===== config.mk =====
export PLATFORM = sky130hd
export DESIGN_NAME = aging_priority_queue
export DESIGN_NICKNAME = d
export VERILOG_FILES = /design/src/rtl/apq_pkg.sv /design/src/rtl/aging_priority_queue.sv /design/src/rtl/apq_ram.sv
export VERILOG_INCLUDE_DIRS = /design/src /design/src/rtl
export SDC_FILE = /design/constraint.sdc
export NUM_CORES = 1
export LEC_CHECK = 0
export ABC_AREA = 1
export BUFFER_PORTS_ARGS = -buffer_cell sky130_fd_sc_hd__buf_2
export CAP_MARGIN = 25
export CORE_MARGIN = 4
export CORE_UTILIZATION = 40
export CTS_CLUSTER_DIAMETER = 50
export DETAILED_ROUTE_END_ITERATION = 12
export PLACE_DENSITY_LB_ADDON = 0.3
export RECOVER_POWER = 25
export SETUP_SLACK_MARGIN = 0.2
export SYNTH_ARGS = -nofsm -noshare
export SYNTH_HDL_FRONTEND = slang
export SYNTH_HIERARCHICAL = 1
export SYNTH_SLANG_ARGS = --single-unit

===== constraint.sdc =====
create_clock -name clk -period 2.3 [get_ports clk]
set_input_delay 0.345 -clock clk [delete_from_list [all_inputs] [get_ports clk]]
set_output_delay 0.345 -clock clk [all_outputs]
set_load 0.005 [all_outputs]

===== src/rtl/assert_macros.svh =====
// ----------------------------------------------------------------------------
// Assertion macros
// Shared concurrent assertion helpers for the RTL.
// ----------------------------------------------------------------------------
`ifndef ASSERT_MACROS_SVH
`define ASSERT_MACROS_SVH

`ifndef ASSERT_OFF

`define ASSERT_IMPLY(label, clk, rst_n, ante, cons, msg) \
	label: assert property (@(posedge clk) disable iff (!(rst_n)) (ante) |-> (cons)) \
		else $error(msg);

`define ASSERT_NEXT(label, clk, rst_n, ante, cons, msg) \
	label: assert property (@(posedge clk) disable iff (!(rst_n)) (ante) |=> (cons)) \
		else $error(msg);

`else

`define ASSERT_IMPLY(label, clk, rst_n, ante, cons, msg)

`define ASSERT_NEXT(label, clk, rst_n, ante, cons, msg)

`endif

`endif


===== src/rtl/apq_pkg.sv =====
// ----------------------------------------------------------------------------
// Aging priority queue package
// Command and status codes of the aging priority queue.
// ----------------------------------------------------------------------------
`timescale 1ns / 1ps
`default_nettype none

package apq_pkg;

	typedef enum logic [2:0] {
		ST_OK      = 3'd0,
		ST_FULL    = 3'd1,
		ST_EMPTY   = 3'd2,
		ST_CLOSED  = 3'd3,
		ST_BADPRIO = 3'd4
	} status_t;

	typedef enum logic {
		CMD_INSERT   = 1'b0,
		CMD_RETRIEVE = 1'b1
	} cmd_t;

	localparam int STATUS_W = 3;

endpackage

`default_nettype wire


===== src/rtl/aging_priority_queue.sv =====
// ----------------------------------------------------------------------------
// Aging priority queue
// Bounded queue of (id, priority) entries served lowest number first, with
// aging of the waiting entries on every successful retrieve.
// ----------------------------------------------------------------------------
// Entries sit in one RAM as a ring kept sorted by priority number, oldest
// first among equal numbers. One RAM port pair is walked by a small sequencer,
// one entry per cycle, and the block takes no new transaction until the
// current one has finished. An insert shifts larger-numbered entries back
// from the tail and places the new one; a retrieve reads the head and ages
// the rest; a rejected command goes to the reply. The result transaction waits
// in an output register until taken. The user must write the closed register
// through the cfg channel only while idle; the block itself does not check.
`timescale 1ns / 1ps
`default_nettype none
`include "assert_macros.svh"

module aging_priority_queue
	import apq_pkg::*;
#(
	parameter int DEPTH        = 16,
	parameter int ID_MAX       = 1023,
	parameter int PRIORITY_MAX = 15,
	localparam int ID_W  = $clog2(ID_MAX + 1),
	localparam int PRI_W = $clog2(PRIORITY_MAX + 1),
	localparam int CNT_W = $clog2(DEPTH + 1),
	localparam int IN_W  = ((ID_W + PRI_W + 7) / 8) * 8,
	localparam int OUT_W = ((ID_W + STATUS_W + CNT_W + 7) / 8) * 8
) (
	input  logic             clk,
	input  logic             arst_n,
	input  logic             cfg_valid,
	output logic             cfg_ready,
	input  logic             cfg_data,    // closed
	input  logic             s_tvalid,
	output logic             s_tready,
	input  logic [IN_W-1:0]  s_tdata,     // entry_id, entry_priority
	input  logic             s_tuser,     // cmd
	output logic             m_tvalid,
	input  logic             m_tready,
	output logic [OUT_W-1:0] m_tdata,     // out_id, status, occupancy
	output logic             m_tuser      // id_valid
);

	localparam int PTR_W = (DEPTH > 1) ? $clog2(DEPTH) : 1;
	localparam int ENT_W = ID_W + PRI_W;

	localparam logic [ID_W-1:0]  ID_MAX_C  = ID_W'(ID_MAX);
	localparam logic [PRI_W-1:0] PRI_MAX_C = PRI_W'(PRIORITY_MAX);
	localparam logic [PRI_W-1:0] PRI_ONE_C = PRI_W'(1);
	localparam logic [CNT_W-1:0] DEPTH_C   = CNT_W'(DEPTH);
	localparam logic [CNT_W-1:0] CNT_ONE_C = CNT_W'(1);
	localparam logic [PTR_W-1:0] PTR_LAST  = PTR_W'(DEPTH - 1);
	localparam logic [PTR_W-1:0] PTR_ONE_C = PTR_W'(1);

	typedef enum logic [2:0] {
		S_IDLE,
		S_WALK,
		S_PLACE,
		S_RHEAD,
		S_AGE,
		S_RESP
	} state_t;

	function automatic logic [PTR_W-1:0] ring_prev(input logic [PTR_W-1:0] p);
		return (p == '0) ? PTR_LAST : p - PTR_ONE_C;
	endfunction

	function automatic logic [PTR_W-1:0] ring_next(input logic [PTR_W-1:0] p);
		return (p == PTR_LAST) ? '0 : p + PTR_ONE_C;
	endfunction

	state_t             state_q;
	logic [PTR_W-1:0]   head_q;
	logic [PTR_W-1:0]   tail_q;
	logic [CNT_W-1:0]   count_q;
	logic [PTR_W-1:0]   pos_q;
	logic [CNT_W-1:0]   left_q;
	logic [ID_W-1:0]    new_id_q;
	logic [PRI_W-1:0]   new_pri_q;
	logic               res_valid_q;
	logic [ID_W-1:0]    res_id_q;
	status_t            res_status_q;
	logic               closed_q;
	logic               m_tvalid_q;
	logic [OUT_W-1:0]   m_tdata_q;
	logic               m_tuser_q;

	logic [ID_W-1:0]    in_id;
	logic [PRI_W-1:0]   in_pri;
	logic               in_bad;
	logic               accept;

	logic               we;
	logic [PTR_W-1:0]   waddr;
	logic [ENT_W-1:0]   wdata;
	logic [PTR_W-1:0]   raddr;
	logic [ENT_W-1:0]   rdata;
	logic [ID_W-1:0]    rd_id;
	logic [PRI_W-1:0]   rd_pri;
	logic [PRI_W-1:0]   aged_pri;
	logic               shift_back;

	assign in_id      = s_tdata[ID_W-1:0];
	assign in_pri     = s_tdata[ID_W +: PRI_W];
	assign in_bad     = (in_pri == '0) || (in_pri > PRI_MAX_C) || (in_id > ID_MAX_C);
	assign accept     = s_tvalid && s_tready;
	assign rd_id      = rdata[ID_W-1:0];
	assign rd_pri     = rdata[ID_W +: PRI_W];
	assign aged_pri   = (rd_pri > PRI_ONE_C) ? rd_pri - PRI_ONE_C : rd_pri;
	assign shift_back = rd_pri > new_pri_q;

	assign cfg_ready = 1'b1;
	assign s_tready  = (state_q == S_IDLE);
	assign m_tvalid  = m_tvalid_q;
	assign m_tdata   = m_tdata_q;
	assign m_tuser   = m_tuser_q;

	always_comb begin
		raddr = ring_prev(tail_q);
		we    = 1'b0;
		waddr = pos_q;
		wdata = {new_pri_q, new_id_q};
		case (state_q)
			S_IDLE: begin
				raddr = (cmd_t'(s_tuser) == CMD_RETRIEVE) ? head_q : ring_prev(tail_q);
			end
			S_WALK: begin
				raddr = ring_prev(ring_prev(pos_q));
				we    = 1'b1;
				wdata = shift_back ? rdata : {new_pri_q, new_id_q};
			end
			S_PLACE: begin
				we = 1'b1;
			end
			S_RHEAD: begin
				raddr = ring_next(head_q);
			end
			S_AGE: begin
				raddr = ring_next(pos_q);
				we    = 1'b1;
				wdata = {aged_pri, rd_id};
			end
			default: begin
				raddr = ring_prev(tail_q);
			end
		endcase
	end

	apq_ram #(
		.WIDTH(ENT_W),
		.DEPTH(DEPTH)
	) u_ram (
		.clk  (clk),
		.we   (we),
		.waddr(waddr),
		.wdata(wdata),
		.raddr(raddr),
		.rdata(rdata)
	);

	always_ff @(posedge clk or negedge arst_n) begin
		if (!arst_n) begin
			state_q      <= S_IDLE;
			head_q       <= '0;
			tail_q       <= '0;
			count_q      <= '0;
			pos_q        <= '0;
			left_q       <= '0;
			new_id_q     <= '0;
			new_pri_q    <= '0;
			res_valid_q  <= 1'b0;
			res_id_q     <= '0;
			res_status_q <= ST_OK;
			closed_q     <= 1'b0;
			m_tvalid_q   <= 1'b0;
			m_tdata_q    <= '0;
			m_tuser_q    <= 1'b0;
		end else begin
			if (cfg_valid && cfg_ready) begin
				closed_q <= cfg_data;
			end
			if (m_tvalid_q && m_tready && state_q != S_RESP) begin
				m_tvalid_q <= 1'b0;
			end
			case (state_q)
				S_IDLE: begin
					if (accept) begin
						new_id_q    <= in_id;
						new_pri_q   <= in_pri;
						res_valid_q <= 1'b0;
						res_id_q    <= '0;
						if (cmd_t'(s_tuser) == CMD_INSERT) begin
							if (in_bad) begin
								res_status_q <= ST_BADPRIO;
								state_q      <= S_RESP;
							end else if (closed_q) begin
								res_status_q <= ST_CLOSED;
								state_q      <= S_RESP;
							end else if (count_q >= DEPTH_C) begin
								res_status_q <= ST_FULL;
								state_q      <= S_RESP;
							end else begin
								res_status_q <= ST_OK;
								pos_q        <= tail_q;
								state_q      <= (count_q == '0) ? S_PLACE : S_WALK;
							end
						end else begin
							if (closed_q) begin
								res_status_q <= ST_CLOSED;
								state_q      <= S_RESP;
							end else if (count_q == '0) begin
								res_status_q <= ST_EMPTY;
								state_q      <= S_RESP;
							end else begin
								res_status_q <= ST_OK;
								state_q      <= S_RHEAD;
							end
						end
					end
				end
				S_WALK: begin
					if (shift_back) begin
						pos_q <= ring_prev(pos_q);
						if (ring_prev(pos_q) == head_q) begin
							state_q <= S_PLACE;
						end
					end else begin
						tail_q  <= ring_next(tail_q);
						count_q <= count_q + CNT_ONE_C;
						state_q <= S_RESP;
					end
				end
				S_PLACE: begin
					tail_q  <= ring_next(tail_q);
					count_q <= count_q + CNT_ONE_C;
					state_q <= S_RESP;
				end
				S_RHEAD: begin
					res_valid_q <= 1'b1;
					res_id_q    <= rd_id;
					head_q      <= ring_next(head_q);
					count_q     <= count_q - CNT_ONE_C;
					if (count_q == CNT_ONE_C) begin
						state_q <= S_RESP;
					end else begin
						pos_q   <= ring_next(head_q);
						left_q  <= count_q - CNT_ONE_C;
						state_q <= S_AGE;
					end
				end
				S_AGE: begin
					pos_q  <= ring_next(pos_q);
					left_q <= left_q - CNT_ONE_C;
					if (left_q == CNT_ONE_C) begin
						state_q <= S_RESP;
					end
				end
				S_RESP: begin
					if (!m_tvalid_q || m_tready) begin
						m_tvalid_q <= 1'b1;
						m_tdata_q  <= OUT_W'({count_q, res_status_q, res_id_q});
						m_tuser_q  <= res_valid_q;
						state_q    <= S_IDLE;
					end
				end
				default: begin
					state_q <= S_IDLE;
				end
			endcase
		end
	end

	`ASSERT_IMPLY(a_count_bound, clk, arst_n, 1'b1, count_q <= DEPTH_C, "count above depth")
	`ASSERT_IMPLY(a_empty_ring, clk, arst_n, count_q == '0, head_q == tail_q, "empty ring skewed")
	`ASSERT_NEXT(a_busy_after_accept, clk, arst_n, accept, !s_tready, "ready after accept")
	`ASSERT_IMPLY(a_id_ok, clk, arst_n, m_tvalid && m_tuser, m_tdata[ID_W +: STATUS_W] == ST_OK, "id with bad status")
	`ASSERT_IMPLY(a_write_state, clk, arst_n, we, state_q != S_IDLE && state_q != S_RESP, "stray write")

endmodule

`default_nettype wire


===== src/rtl/apq_ram.sv =====
// ----------------------------------------------------------------------------
// Generic RAM
// One write port and one read port with registered read data.
// ----------------------------------------------------------------------------
`timescale 1ns / 1ps
`default_nettype none

module apq_ram #(
	parameter int WIDTH = 14,
	parameter int DEPTH = 16,
	localparam int AW = (DEPTH > 1) ? $clog2(DEPTH) : 1
) (
	input  logic             clk,
	input  logic             we,
	input  logic [AW-1:0]    waddr,
	input  logic [WIDTH-1:0] wdata,
	input  logic [AW-1:0]    raddr,
	output logic [WIDTH-1:0] rdata
);

	logic [WIDTH-1:0] mem_q [DEPTH];
	logic [WIDTH-1:0] rdata_q;

	always_ff @(posedge clk) begin
		if (we) begin
			mem_q[waddr] <= wdata;
		end
		rdata_q <= mem_q[raddr];
	end

	assign rdata = rdata_q;

endmodule

`default_nettype wire


Word level (Yosys, flattened, before mapping)
Memory sizes are Yosys's and may differ from the RTL's. A register that Yosys moved wholly into a read port is not among the register bits.
Cells that the tools add are included.
{"block": "op_classes", "reduce_logical": 27, "n_eq_ne": 23, "add_sub_neg": 10, "n_lt_le_gt_ge": 5, "muxes": 55}
{"operator": "$mux 4", "count": 16}
{"operator": "$mux 3", "count": 13}
{"operator": "$pmux 4 s4", "count": 2}
{"operator": "$pmux 14 s2", "count": 1}
{"operator": "$pmux 10 s2", "count": 1}
{"operator": "$ne 2x2->1 const B", "count": 9}
{"operator": "$pmux 3 s6", "count": 1}
{"operator": "$logic_not 4->1", "count": 4}
{"operator": "$sub 4x1->4 const B", "count": 4}
{"operator": "$pmux 5 s3", "count": 1}
{"operator": "$mux 14", "count": 1}
{"operator": "$add 4x1->4 const B", "count": 3}
{"operator": "$eq 4x4->1 const B", "count": 3}
{"operator": "$reduce_and 2->1", "count": 6}
{"operator": "$eq 5x1->1 const B", "count": 2}
{"operator": "$gt 10x10->1 const B", "count": 1}
{"operator": "$mux 10", "count": 1}
{"operator": "$mux 5", "count": 2}
{"operator": "$pmux 5 s2", "count": 1}
{"operator": "$sub 5x1->5 const B", "count": 2}
{"operator": "$mux 1", "count": 9}
{"operator": "$mux 2", "count": 4}
{"operator": "$pmux 4 s2", "count": 1}
{"operator": "$reduce_and 8->1", "count": 1}
{"operator": "22 further kinds", "count": 31}
{"block": "word_totals", "n_memories": 1, "mem_bits_rw": 224, "regBits": 74}
{"name": "u_ram.mem_q", "depth": 16, "width": 14, "read_ports": 1, "rd_clocked_by_memory_dff": 1, "wr": 1, "line": "apq_ram.sv:21", "rtl": "logic [WIDTH-1:0] mem_q [DEPTH];"}

Longest topological paths before layout
{"block": "depth", "word_depth": 8, "depth_mapped": 16, "mapped_depth_nobuf": 14}

Hierarchy
Netlist, hierarchy kept.
{"module": "apq_ram", "cells_per_inst": 944, "instances": 1, "area_each_um2": 9982.1}
{"module": "aging_priority_queue", "cells_per_inst": 565, "instances": 1, "area_each_um2": 4342.9}

Worst setup path before layout
Ideal clock, no wire load.
{"block": "synth_path", "kind": "register to register", "startpoint": "register new_pri_q[3]", "endpoint": "memory u_ram.mem_q[0][2] (data pin)", "path_stages_with_launch": 10, "t_required_ns": 2.016, "arrival_time_ns": 1.905, "path_slack_ns": 0.111, "n_path_buf": 1, "cell_sequence": "dfrtp_1 > inv_1 > ha_1 > nand2_1 > o21ai_0 > nand3_4 > nand2_4 > inv_2 > buf_6 > o21ai_1"}
{"block": "synth_via", "elab_chain_len": 3}
{"item": "from (decl)", "line": "aging_priority_queue.sv:80", "rtl": "logic [PRI_W-1:0] new_pri_q;"}
{"item": "from (signal assigned)", "line": "aging_priority_queue.sv:190", "rtl": "new_pri_q <= in_pri;"}
{"item": "$gt 4x4->1", "line": "aging_priority_queue.sv:111", "rtl": "assign shift_back = rd_pri > new_pri_q;"}
{"item": "$mux 14", "line": "aging_priority_queue.sv:131", "rtl": "wdata = shift_back ? rdata : {new_pri_q, new_id_q};"}
{"item": "$pmux 14 s2", "line": "aging_priority_queue.sv:124", "rtl": "case (state_q)"}
{"item": "net wdata[2]", "line": "aging_priority_queue.sv:96", "rtl": "logic [ENT_W-1:0] wdata;"}
{"item": "to (decl)", "line": "apq_ram.sv:21"}
The timed path passes the listed nets, and every way through them passes these cells.

Worst setup path after layout
{"block": "layout_path", "startpoint": "register state_q[0]", "endpoint": "register u_ram.rdata_q[5], in the netlist u_ram/rdata[5] (read register of u_ram.mem_q)"}
{"block": "layout_via", "elab_chain_len": 2, "elab_cells_between_ends": 5, "cone_classes": "3 x eq/ne; 1 x mux; 1 x reduce/logical"}
{"item": "from (decl)", "line": "aging_priority_queue.sv:73", "rtl": "state_t state_q;"}
{"item": "from (signal assigned)", "line": "aging_priority_queue.sv:206", "rtl": "state_q <= (count_q == '0) ? S_PLACE : S_WALK;"}
{"item": "$eq 3x3->1, or another cell as far along", "line": "aging_priority_queue.sv:124"}
{"item": "$pmux 4 s4 (*)", "line": "aging_priority_queue.sv:124"}
{"item": "net raddr[0]", "line": "aging_priority_queue.sv:97", "rtl": "logic [PTR_W-1:0] raddr;"}
{"item": "to (decl)", "line": "apq_ram.sv:22", "rtl": "logic [WIDTH-1:0] rdata_q;"}
Mark *: on every way through the listed nets, which the timed path passes. The rest lies on a longest branch.
A chain may end at the register's enable or synchronous reset.

==> metrics.md <==
| Metric | Value |
|---|---|
| Outcome | finished, final reports clean |
| Fmax | 449 MHz |
| Grt ovf | 0 |
| Row count | 69 |
| Worst reg2reg setup slack | 0.07 ns |
| Fin crit share | 96.9% |
| Synth Flop Type | edfxtp_1 |
| Routed Antenna Nets | 0 |
| Crit end category | flop |
| Async SR Flop Fraction | 23.7% |
| Number of flops mapped to enable cells by yosys | 224 |
| Setup WS post-layout | about 0.071 ns |
| Gr busiest metal | met2 |
| # DRC | 0 |
| Syn. warnings | 6 |
| Top cell type by total area after synthesis | edfxtp_1 |
| Core Footprint | between 30000 and 40000 um2 |
| Worst Path Required | 2.72 ns |
| Yosys reg bits | about 310 |
| CTS tree | done |
| Synth Instances | between 1500 and 2000 |
| RePlAce Congestion | 0.850 |
| HPWL Detailed | 22.3 mm |
| Final nets | ~1800 |
| Pre-CTS setup slack | -0.00389 ns |
| Top cells by area, synth | edfxtp_1, dfrtp_1, nand2_1 |
| # H-tree levels | 2 |
| Syn avg cell area | roughly 9.5 um2 |
| Via-to-Cell Ratio | 5.06 |
| Post-layout minimum cycle time | ~2.2 ns |
| Clock Pin Slew Worst Setup and Hold Paths | roughly 0.060 ns |
| Largest net degree at the start of global routing | between 40 and 50 |
| Post-synthesis sequential area ratio | 61.8% |
| Worst-Skew Late Latency | about 0.53 ns |
| Hold WS | 0.0367 ns |
| Met2 usage | 32.6% |
| Hold WC Path Type | input port to flop |
| Arrival @ worst endpoint | 2.65 ns |
| Share of cells above drive strength 1 | 24.5% |
| TritonCTS Buffers | 36 |
| Worst Setup SP | state_q[0]$_DFFE_PN0P_ |
| Post-synth top area share | 47.0% |
| Worst slew margin | 23.3% |
| CP Max Fanout | 7 |
| Final Hold Fails | 0 |
| First-pass GRT wire length | around 59 mm |
| Worst r2r src | state_q[0]$_DFFE_PN0P_ |
| Slew Limit Fails | 0 |
| N_diodes | 0 |
| GRT Overall Usage | 19.5% |
| Clock Sinks | 312 |
| Worst setup path class | flop to flop |
| Vias | 11200 |
| Die H | 197 um |
| Setup TNS | 0 ns |
| Max-Cap Viols | 0 |
| Die Area | slightly below 40000 um2 |
| Setup violators final | 0 |
| RSZ-0062 raised after global routing | yes |
| Fill cell count | ~3000 |
| Met1 usage | between 20% and 30% |
| Root Driver | clkbuf_16 |
| Min-delay src | s_tdata[6] |
| Post-Route WL | 40.5 mm |
| IO Pins | 51 |
| Synthesis-to-finish area growth | 33.5% |
| WL/cell | around 18 um |
| Starting Density | 40.4% |
| Largest delay share family, worst path | simple AND/OR/NAND/NOR gates |
| Worst path slowest cell | dfrtp_2 |
| Die width | 197 um |
| CTS max path bufs | 3 |
| CP Buf/Inv Count | 6 |
| Vias in the first global route | ~11000 |
| Worst-margin pin slew | 1.15 ns |
| First-pass iteration count of the detailed router | 6 |
| Input/output buffers | 41 |
| Initial DRC Count | 1190 |
| Worst-path cell chain | buf_12 -> nand2_8 -> nor2_4 -> inv_2 -> nor2_4 -> a31oi_4 -> nand3_4 -> buf_6 -> buf_12 -> buf_12 -> buf_16 -> nand2_4 -> nand3_2 -> nand3_2 -> nand3_2 -> nand2_1 |
| Yosys cell types | 41 |
| Met3 Use GR | 2.54% |
| Crit path largest cell delay | 0.45 ns |
| Syn Std Cell Area | 14300 um2 |
| Startpoint types | flop |
| Initial antenna violation count | 0 |
| Clock Skews | around 0.026 ns |
-- metal layers --
layer / routed length (um) / vias to the layer above
met5: 0 / -
met3: 2690 / 90
met2: 19700 / 387
li1: - / 5313
met4: 1360 / 0
met1: 16700 / 5360
-- layout by cell type (no fill, tap or decap), drive strengths merged, types with 6 or more instances in the layout --
master  count
o22ai      13
buf       194
xor2       13
dfrtp      74
nand2     464
nand3     217
nor2       49
a21oi       9
o21ai      70
edfxtp    224
inv       262
nand4       6
o211ai      7
ha         18
conb        7
dfxtp      14
clkinv     14
clkbuf     72
-- per-stage QoR --
stage,util (%),instance area [um2],std cells
final,53.9,19100,2205
after global routing,53.9,19100,2205
after CTS,51.6,18300,2179
after detailed placement,44.9,15900,2054
after global placement,44.9,15900,2054
after floorplan,-,14300,1514
-- final timing paths --
kind,end,cells after the start
hold / removal,new_id_q[6]$_DFFE_PN0P_,3
hold reg to reg,new_id_q[9]$_DFFE_PN0P_,2
setup / recovery,u_ram/rdata[5]$_DFF_P_,16
setup reg to reg,u_ram/rdata[5]$_DFF_P_,16
max in group asynchronous,state_q[2]$_DFFE_PN0P_,3
min in group asynchronous,res_valid_q$_DFFE_PN0P_,2
-- cells by family (layout without fill, tap and decap cells) --
kind of cell               count (synthesis)  count (layout)  share of synthesized area [%]
and+or+nand+nor                          738             738                           21.8
AOI/OAI and AO/OA                        102             108                           4.20
other                                      2               7                         0.0524
xor gates and xnor gates                  14              14                          0.856
buffers and inverters                    322             546                           9.57
DFF                                      312             312                           61.8
adders and majority gates                 18              18                           1.57
muxes                                      1               1                         0.0786
-- sequential cells by signal, indices dropped and copies added, names as in the netlist --
signal and flops:
u_ram/mem_q 224, m_tdata 18, u_ram/rdata 14, new_id_q 10
res_id_q 10, count_q 5, left_q 5, head_q 4
new_pri_q 4, pos_q 4, tail_q 4, res_status_q 3
state_q 3, closed_q 1, m_tuser 1, m_tvalid 1
res_valid_q 1
-- repair_timing --
action                     CTS  global route
setup endpoints to repair  190           437
pin swaps                   36            46
setup buffers               40            13
cloned                      18            14
hold endpoints to repair    41             0
resized for setup          106           138
hold buffers                 1             0
-- final cells by class --
cell class                 count  area, um2  share of cell area, %
tap                          461        577                   3.02
multi-input combinational    886       4920                   25.7
clock inverter                18        188                  0.981
sequential                   312       8870                   46.3
timing repair buffer         219       2520                   13.2
timing repair inverter         2       20.0                  0.105
inverter                     259       1030                   5.36
clock buffer                  48       1010                   5.27
-- worst reg2reg max path: cells and delay by family (launching register included) --
kind                   cells  cell delay [ns]
buffers and inverters      6             0.80
AOI/OAI and AO/OA          1             0.05
and+or+nand+nor            9             0.83
DFF                        1             0.45
-- Yosys cell counts, types with 2 or more instances --
master and count:
inv_1 251, inv_2 7, o22ai_1 13, conb_1 2, nor2_1 45, o21ai_2 9
o21ai_0 53, dfxtp_1 14, o21ai_1 2, dfrtp_1 74, nand2_1 458, o211ai_1 7
a21oi_1 9, a31oi_1 3, nor2_4 2, nand2_4 2, xor2_1 13, buf_1 4
ha_1 18, buf_4 11, buf_2 29, nand2_2 4, nand4_1 6, nor2_2 2
clkbuf_1 8, buf_6 11, nand3_1 215, edfxtp_1 224
Power is left out: the tool's default activity adds up to more than one toggle a clock period on the data nets, which glitch-free logic cannot reach.
